**src/design/tpfs_pkg.sv**
```systemverilog
package tpfs_pkg;

	// Samples of the change pin beyond which the request asserts
	localparam int unsigned CHANGE_HOLD_COUNT = 5;

	localparam int unsigned IN_TDATA_W  = 32;
	localparam int unsigned OUT_TDATA_W = 8;
	localparam int unsigned CFG_IDX_W   = 3;
	localparam int unsigned CFG_DATA_W  = 16;

	localparam logic [15:0] TICKS_MAX = 16'hFFFF;

	typedef enum logic [CFG_IDX_W-1:0] {
		REG_TEMP_HIGH    = 3'd0,
		REG_TEMP_ABSURD  = 3'd1,
		REG_TEMP_LOW     = 3'd2,
		REG_FAULT_TICKS  = 3'd3,
		REG_CURRENT_EN   = 3'd4,
		REG_CURRENT_A    = 3'd5,
		REG_CURRENT_B    = 3'd6
	} reg_index_t;

	typedef enum logic [2:0] {
		FAULT_OK           = 3'd0,
		FAULT_NO_TOOL      = 3'd1,
		FAULT_OVER_TEMP    = 3'd2,
		FAULT_LOW_TEMP     = 3'd3,
		FAULT_OVER_CURRENT = 3'd4
	} fault_code_t;

	typedef enum logic [1:0] {
		TOOL_NONE   = 2'd0,
		TOOL_TYPE_A = 2'd1,
		TOOL_TYPE_B = 2'd2
	} tool_type_t;

	typedef struct packed {
		logic [11:0] temp_high_limit;
		logic [11:0] temp_absurd_limit;
		logic [11:0] temp_low_limit;
		logic [15:0] fault_tick_limit;
		logic        current_check_enable;
		logic [11:0] current_limit_type_a;
		logic [11:0] current_limit_type_b;
	} cfg_t;

	typedef struct packed {
		logic        holder_pin;
		logic        type_pin_a;
		logic        type_pin_b;
		logic        change_pin;
		logic [11:0] temp_sample;
		logic [11:0] current_sample;
		logic        working_mode;
	} in_item_t;

	typedef struct packed {
		logic [1:0]  lifted_count;
		logic [1:0]  resting_count;
		logic        docked_flag;
		logic        previous_docked;
		logic [2:0]  change_count;
		logic        change_flag;
		logic [15:0] fault_ticks;
		fault_code_t fault_state;
	} state_t;

	typedef struct packed {
		logic        tool_docked;
		tool_type_t  tool_type;
		logic        change_request;
		fault_code_t fault_code;
		logic        display_refresh_restart;
	} out_item_t;

endpackage

```
**src/design/tpfs_step.sv**
```systemverilog
module tpfs_step (
	input  tpfs_pkg::state_t    st,
	input  tpfs_pkg::cfg_t      cfg,
	input  tpfs_pkg::in_item_t  item,
	output tpfs_pkg::state_t    nxt,
	output tpfs_pkg::out_item_t res
);

	tpfs_pkg::tool_type_t  tool_type;
	tpfs_pkg::fault_code_t fault;
	logic        pulse;
	logic        fault_cond;
	logic        temp_over;
	logic        temp_under;
	logic [3:0]  change_inc;
	logic [15:0] ticks_inc;

	// Decode the tool type from the identification pins
	always_comb begin
		if (item.type_pin_a && !item.type_pin_b) begin
			tool_type = tpfs_pkg::TOOL_TYPE_A;
		end else if (!item.type_pin_a && item.type_pin_b) begin
			tool_type = tpfs_pkg::TOOL_TYPE_B;
		end else begin
			tool_type = tpfs_pkg::TOOL_NONE;
		end
	end

	assign temp_over  = item.temp_sample > cfg.temp_high_limit;
	assign temp_under = item.temp_sample < cfg.temp_low_limit;
	assign fault_cond = item.working_mode
		&& (temp_over || temp_under || tool_type == tpfs_pkg::TOOL_NONE);
	assign change_inc = {1'b0, st.change_count} + 4'd1;
	assign ticks_inc  = (st.fault_ticks != tpfs_pkg::TICKS_MAX) ?
		st.fault_ticks + 16'd1 : st.fault_ticks;

	always_comb begin
		nxt   = st;
		pulse = 1'b0;

		// Debounce the holder pin: two equal samples move the position
		if (item.holder_pin) begin
			nxt.resting_count = 2'd0;
			if (st.lifted_count != 2'd0) begin
				nxt.lifted_count    = 2'd0;
				nxt.docked_flag     = 1'b0;
				pulse               = st.previous_docked;
				nxt.previous_docked = 1'b0;
			end else begin
				nxt.lifted_count = 2'd1;
			end
		end else begin
			nxt.lifted_count = 2'd0;
			if (st.resting_count != 2'd0) begin
				nxt.resting_count   = 2'd0;
				nxt.docked_flag     = 1'b1;
				nxt.previous_docked = 1'b1;
			end else begin
				nxt.resting_count = 2'd1;
			end
		end

		// Count low samples of the change pin; the request holds until the pin rises
		if (!item.change_pin) begin
			if (change_inc > 4'(tpfs_pkg::CHANGE_HOLD_COUNT)) begin
				nxt.change_count = 3'd0;
				nxt.change_flag  = 1'b1;
			end else begin
				nxt.change_count = change_inc[2:0];
			end
		end else begin
			nxt.change_count = 3'd0;
			nxt.change_flag  = 1'b0;
		end

		// Advance the fault timer and classify once it reaches the limit
		fault = st.fault_state;
		if (fault_cond) begin
			nxt.fault_ticks = ticks_inc;
			if (ticks_inc >= cfg.fault_tick_limit) begin
				priority if (tool_type == tpfs_pkg::TOOL_NONE) begin
					fault = tpfs_pkg::FAULT_NO_TOOL;
				end else if (item.temp_sample > cfg.temp_absurd_limit) begin
					fault = tpfs_pkg::FAULT_NO_TOOL;
				end else if (temp_over && item.temp_sample < cfg.temp_absurd_limit) begin
					fault = tpfs_pkg::FAULT_OVER_TEMP;
				end else if (temp_under && !nxt.docked_flag
						&& st.fault_state != tpfs_pkg::FAULT_OVER_CURRENT) begin
					fault = tpfs_pkg::FAULT_LOW_TEMP;
				end else begin
					fault = st.fault_state;
				end
			end
		end else begin
			nxt.fault_ticks = 16'd0;
			if (st.fault_state != tpfs_pkg::FAULT_OVER_CURRENT) begin
				fault = tpfs_pkg::FAULT_OK;
			end
		end

		// Latch over-current; only a no-tool or over-temp fault can replace it
		if (cfg.current_check_enable) begin
			if ((tool_type == tpfs_pkg::TOOL_TYPE_A
					&& item.current_sample > cfg.current_limit_type_a)
					|| (tool_type == tpfs_pkg::TOOL_TYPE_B
					&& item.current_sample > cfg.current_limit_type_b)) begin
				fault = tpfs_pkg::FAULT_OVER_CURRENT;
			end
		end
		nxt.fault_state = fault;
	end

	assign res.tool_docked             = nxt.docked_flag;
	assign res.tool_type               = tool_type;
	assign res.change_request          = nxt.change_flag;
	assign res.fault_code              = fault;
	assign res.display_refresh_restart = pulse;

endmodule

```
**src/design/tool_presence_and_fault_supervisor.sv**
```systemverilog
// Tool presence and fault supervisor.
// Each request on the s_axis channel is one supervision tick carrying the
// holder pin, the two tool-type pins, the change pin, a temperature and a
// current sample and the working flag. Each tick gives exactly one result on
// the m_axis channel: debounced docked position, tool type, change request,
// fault code and the display restart pulse.
// Configuration is written through cfg_we/cfg_addr/cfg_wdata; the user must
// write it only while idle, which the block does not enforce. A write takes
// effect at the clock edge where cfg_we is high. An accepted request goes
// into the input register and its result into the result register, which
// drives m_axis. Throughput: one tick per cycle while the receiver does not
// stall; the tick's state update is one pass of comparators and small
// counters between the input register and the result register.
// Reset (arst_n low) clears the debounce, change and fault state, loads the
// default limits and empties both registers.
// When the receiver stalls, the result register holds its request, the input
// register keeps the next one, and s_tready drops only once both are full.
module tool_presence_and_fault_supervisor (
	input  logic                                clk,
	input  logic                                arst_n,
	// holder_pin[0], type_pin_a[1], type_pin_b[2], change_pin[3],
	// temp_sample[15:4], current_sample[27:16], working_mode[28], zero[31:29]
	input  logic [tpfs_pkg::IN_TDATA_W-1:0]     s_tdata,
	input  logic                                s_tvalid,
	output logic                                s_tready,
	// tool_docked[0], tool_type[2:1], change_request[3], fault_code[6:4],
	// display_refresh_restart[7]
	output logic [tpfs_pkg::OUT_TDATA_W-1:0]    m_tdata,
	output logic                                m_tvalid,
	input  logic                                m_tready,
	input  logic                                cfg_we,
	input  logic [tpfs_pkg::CFG_IDX_W-1:0]      cfg_addr,
	input  logic [tpfs_pkg::CFG_DATA_W-1:0]     cfg_wdata
);

	tpfs_pkg::cfg_t      cfg_q;
	tpfs_pkg::state_t    state_q;
	tpfs_pkg::state_t    state_nxt;
	tpfs_pkg::in_item_t  item_s1;
	tpfs_pkg::in_item_t  item_in;
	tpfs_pkg::out_item_t res_nxt;
	tpfs_pkg::out_item_t res_s2;
	logic                valid_s1;
	logic                adv;

	// Unpack the incoming request
	assign item_in.holder_pin     = s_tdata[0];
	assign item_in.type_pin_a     = s_tdata[1];
	assign item_in.type_pin_b     = s_tdata[2];
	assign item_in.change_pin     = s_tdata[3];
	assign item_in.temp_sample    = s_tdata[15:4];
	assign item_in.current_sample = s_tdata[27:16];
	assign item_in.working_mode   = s_tdata[28];

	assign adv      = !m_tvalid || m_tready;
	assign s_tready = !valid_s1 || adv;

	// Hold configuration registers
	always_ff @(posedge clk or negedge arst_n) begin
		if (!arst_n) begin
			cfg_q.temp_high_limit      <= 12'd3000;
			cfg_q.temp_absurd_limit    <= 12'd3800;
			cfg_q.temp_low_limit       <= 12'd100;
			cfg_q.fault_tick_limit     <= 16'd500;
			cfg_q.current_check_enable <= 1'b0;
			cfg_q.current_limit_type_a <= 12'd2200;
			cfg_q.current_limit_type_b <= 12'd2300;
		end else if (cfg_we) begin
			case (tpfs_pkg::reg_index_t'(cfg_addr))
				tpfs_pkg::REG_TEMP_HIGH:   cfg_q.temp_high_limit      <= cfg_wdata[11:0];
				tpfs_pkg::REG_TEMP_ABSURD: cfg_q.temp_absurd_limit    <= cfg_wdata[11:0];
				tpfs_pkg::REG_TEMP_LOW:    cfg_q.temp_low_limit       <= cfg_wdata[11:0];
				tpfs_pkg::REG_FAULT_TICKS: cfg_q.fault_tick_limit     <= cfg_wdata;
				tpfs_pkg::REG_CURRENT_EN:  cfg_q.current_check_enable <= cfg_wdata[0];
				tpfs_pkg::REG_CURRENT_A:   cfg_q.current_limit_type_a <= cfg_wdata[11:0];
				tpfs_pkg::REG_CURRENT_B:   cfg_q.current_limit_type_b <= cfg_wdata[11:0];
				default: ;
			endcase
		end
	end

	// Capture the request in the input register
	always_ff @(posedge clk or negedge arst_n) begin
		if (!arst_n) begin
			valid_s1 <= 1'b0;
		end else if (s_tready) begin
			valid_s1 <= s_tvalid;
		end
	end

	always_ff @(posedge clk) begin
		if (s_tready && s_tvalid) begin
			item_s1 <= item_in;
		end
	end

	tpfs_step u_step (
		.st   (state_q),
		.cfg  (cfg_q),
		.item (item_s1),
		.nxt  (state_nxt),
		.res  (res_nxt)
	);

	// Advance the supervision state and the result register
	always_ff @(posedge clk or negedge arst_n) begin
		if (!arst_n) begin
			state_q  <= '0;
			m_tvalid <= 1'b0;
		end else if (valid_s1 && adv) begin
			state_q  <= state_nxt;
			m_tvalid <= 1'b1;
		end else if (m_tready) begin
			m_tvalid <= 1'b0;
		end
	end

	always_ff @(posedge clk) begin
		if (valid_s1 && adv) begin
			res_s2 <= res_nxt;
		end
	end

	assign m_tdata = {res_s2.display_refresh_restart, res_s2.fault_code,
		res_s2.change_request, res_s2.tool_type, res_s2.tool_docked};

endmodule

```
**config.mk**
```make
export PLATFORM = sky130hd
export DESIGN_NAME = tool_presence_and_fault_supervisor
export DESIGN_NICKNAME = d
export VERILOG_FILES = /design/src/design/tpfs_pkg.sv /design/src/design/tpfs_step.sv /design/src/design/tool_presence_and_fault_supervisor.sv
export SDC_FILE = /design/constraint.sdc
export NUM_CORES = 1
export LEC_CHECK = 0
export BUFFER_PORTS_ARGS = -buffer_cell sky130_fd_sc_hd__buf_2
export CELL_PAD_IN_SITES_DETAIL_PLACEMENT = 1
export CELL_PAD_IN_SITES_GLOBAL_PLACEMENT = 2
export CORE_ASPECT_RATIO = 1.4
export CORE_MARGIN = 2
export CORE_UTILIZATION = 43
export DETAILED_ROUTE_END_ITERATION = 7
export GPL_TIMING_DRIVEN = 0
export PLACE_DENSITY_LB_ADDON = 0.1
export SYNTH_ARGS = -nofsm -noshare
export SYNTH_HDL_FRONTEND = slang
export SYNTH_SLANG_ARGS = --single-unit
```
**constraint.sdc**
```tcl
create_clock -name clk -period 5.4 [get_ports clk]
set_input_delay 0.81 -clock clk [delete_from_list [all_inputs] [get_ports clk]]
set_output_delay 0.81 -clock clk [all_outputs]
set_load 0.05 [all_outputs]
```
==> summary.md <==
| Metric | Value |
|---|---|
| Run status | finished clean |
| Wire length of the first global-routing pass | 31.6 mm |
| Post-synthesis compound-gate area fraction | 12.7% |
| Fraction of synthesized cell area in xor and xnor cells | 1.04% |
| Startpoint type of the worst setup path | register |
| Synthesized net count | 836 |
| Count of boundary I/O pins | 66 |
| Power per cell area | 376 mW/mm2 |
| Detailed router's first-iteration violation count | 240 |
| Clock Power Share | 35.8% |
| Pint | 2.35 mW |
| Slew of the pin with the lowest slew margin | 0.968 ns |
| Setup violators final | 0 |
| Final core occ | 51.0% |
| Total power after layout | 3.32 mW |
| Max Clock Freq | 237 MHz |
| Cell area after synthesis | 0.00759 mm2 |
| Fraction of the cycle the final worst path needs | 78.1% |
| Leakage power | 3.99 nW |
| Total of flip-flops plus latches after synthesis | 143 |
| Final setup slack of the worst path | 1.18 ns |
| Mux cell area share after synthesis | 6.94% |
| Share of layout cells above drive strength 1 | 23.4% |
| Die boundary width | 116 um |
| Placed cells | 998 |
| Worst hold path type | input port to async pin |
| Metal-1 WL | 7.67 mm |
| Largest vdd supply drop | 0.000216 V |
| CTS HTree Levels | 4 |
| Max cap viols | 0 |
| Post-detailed-route count of antenna-violating nets | 0 |
| Weighted congestion reported at the end of routability-driven placement | 0.831 |
| Die area | 0.0187 mm2 |
| Req. time, crit path | 5.58 ns |
| Top area cells in the synthesized netlist | dfrtp_1 (24%), edfxtp_1 (15%), ha_1 (13%), dfstp_2 (12%), mux2_2 (6.7%) |
| Area post-placement | 0.00823 mm2 |
| Final Cell Area | 0.00883 mm2 |
| Ys Warns | 0 |
| Number of instances in the synthesized netlist | 699 |
| Final hold violation count | 0 |
| Clock period minus worst slack | 4.22 ns |
| Area added between synthesis and finish | 16.4% |
| Post-synth ARST share | 74.1% |
| Total met3 wirelength after detailed routing | 382 um |
| Clock-pin transition on the worst setup and hold timing paths | 0.06 ns |
| Area of the core | 0.0173 mm2 |
| Met2 WL | 10.3 mm |
| Die height | 161 um |
| Overflow after GRT | 0 |
| Number of nets in the layout | 918 |
| Post-Route Hold Slack | 0.408 ns |
| Maximum number of pins on one net before global-route repair | 62 |
| Top cell type's share of synthesized area | 23.7% |
| Synth Area in Simple Gates | 10.7% |
| Sequential-to-total area share from yosys stat | 50.1% |
| Number of synthesized flops with an enable pin | 37 |
| Slew margin rel. | 35.5% |
| Post-CTS setup buffers | 0 |
| Starting density of the core | 43.8% |
| Overall Global Routing Usage | 22.1% |
| CTS tree | yes |
| Pre-CTS setup slack | 1.15 ns |
| Detailed-route DRC error count | 0 |
| Maximum fanout count along the critical path | 10 |
| Average cell area after synthesis | 10.9 um2 |
| NetSw | 0.972 mW |
| Combinational share of power | 21.3% |
| Number of antenna cells inserted | 0 |
| Maximum count of clock buffers along a single path | 2 |
| Clk Tree Root Cell | clkbuf_16 |
| Top FF cell, synth | dfrtp_1 |
| Clock skew | 0.00618 ns |
| # hold bufs at CTS | 0 |
| Routed len/inst | 18.5 um |
| Largest family of logic cells by synthesized area | adder cells |
| Final cell count without fillers | 1030 |
| Top layer used by detailed routing | met4 |
| Fin. max-slew vios | 0 |
| Endpoint class of the critical path | register |
| Input/output buffers | 62 |
| RSZ-0062 raised after global routing | no |
| TNS Setup | 0 ns |
| Critical path class | register to register |
| Quantity of gates resized following cts | 0 |
| Post-Synth Adder-Cell Area | 13.4% |
| Clock buffer count from CTS | 17 |
| Switching part of the total | 29.3% |
| Number of antenna violations at the first check in global routing | 0 |
| Skew-Pair Late Insertion Delay | 0.42 ns |
| Data arrival at the endpoint of the critical path | 4.39 ns |
| Yosys cell types | 60 |
| Power share of the sequential group | 42.9% |
| Final wirelength | 19.0 mm |
| Fill count | 1930 |
| Count of standard-cell rows | 57 |
| Number of global-route vias before repair | 6217 |
| TritonCTS sink count | 143 |
| Sum of net half-perimeters after detailed placement | 14.2 mm |
| 1st-pass router iterations | 4 |
| Mean number of vias per cell | 5.37 |
| Vias after detailed routing | 5529 |
| Post-synthesis cell type with the largest combined area | dfrtp_1 |
layout make-up:
cell class | instances | area (um2) | share of cell area [%]
multi-input combinational | 455 | 3400 | 38.4
clock buffer | 27 | 567 | 6.42
tap | 236 | 295 | 3.34
timing repair buffer | 63 | 340 | 3.85
buffer | 18 | 77.6 | 0.878
inverter | 83 | 312 | 3.53
sequential | 143 | 3810 | 43.1
clock inverter | 5 | 40.0 | 0.453
power by group through the flow:
stage / registers (mW) / clock network (mW) / logic [mW]
2_1_floorplan: 1.44 / 0 / 0.470
3_3_place_gp: 1.43 / 0 / 0.663
3_5_place_dp: 1.44 / 0 / 0.710
4_1_cts: 1.43 / 1.21 / 0.722
5_1_grt: 1.45 / 1.25 / 0.812
6_report: 1.42 / 1.19 / 0.708
path summary, 6_finish.rpt:
| path | startpoint | end | slack, ns | cells past startpoint |
|---|---|---|---|---|
| setup / recovery | state_q[6] | m_tdata[6] | 1.18 | 16 |
| hold / removal | arst_n | state_q[15] | 0.41 | 1 |
| setup reg to reg | state_q[6] | m_tdata[6] | 1.18 | 16 |
| hold reg to reg | valid_s1 | m_tvalid | 0.50 | 1 |
| max in group asynchronous | arst_n | cfg_q[56] | 4.20 | 2 |
| min in group clk | valid_s1 | m_tvalid | 0.50 | 1 |
state kept, by name, summed over array words and instances, names as in the netlist:
name and count:
item_s1 29, m_tdata 8, state_q 27, cfg_q 77, m_tvalid 1, valid_s1 1
logic make-up after synthesis:
family / Yosys count
and+or+nand+nor: 165
AOI/OAI and AO/OA: 153
DFF: 143
buffers and inverters: 101
adders and majority gates: 81
muxes: 47
xor gates and xnor gates: 9
critical path: stages (launching register included):
cell	delay (ns)
dfrtp_1	0.33
buf_4	0.15
and4_4	0.25
nand4_2	0.14
nor4_2	0.34
buf_4	0.24
or2_2	0.18
or3_1	0.14
nand2_1	0.07
ha_1	0.29
o21a_1	0.12
o211ai_1	0.08
a31oi_1	0.16
a2111oi_1	0.09
o31ai_1	0.75
o21ai_0	0.31
a31o_2	0.32
cell usage after synthesis, drive strengths merged (13+ instances only):
master and count:
o21ai 52, nor2 18, nand2 74, mux2 45
nand3 13, a21oi 40, inv 82, edfxtp 37
dfrtp 72, nand4 17, ha 81, dfstp 34
per-layer routing:
layer | track usage [%] | up-vias
li1 | - | 2654
met1 | 25.3 | 2763
met5 | 0 | -
met2 | 40.2 | 80
met3 | 3.19 | 32
met4 | 9.47 | 0
cell usage in the layout (no fill, tap or decap), drive strengths merged, types with 4 or more instances in the layout:
cell	Yosys	layout
dfstp	34	34
o211ai	6	6
nand2b	7	7
nand3	13	13
nor2b	5	5
or2	4	4
xnor2	5	5
o311ai	4	4
buf	6	69
a211oi	5	5
nand2	74	74
xor2	4	4
a21o	7	7
inv	82	84
ha	81	81
nand4	17	17
a41oi	4	4
nor3	8	8
a21oi	40	40
o21ai	52	52
clkbuf	12	39
a22o	12	12
mux2	45	45
dfrtp	72	72
edfxtp	37	37
nor2	18	18
o31ai	4	4
Power figures use the tool's default switching activity.
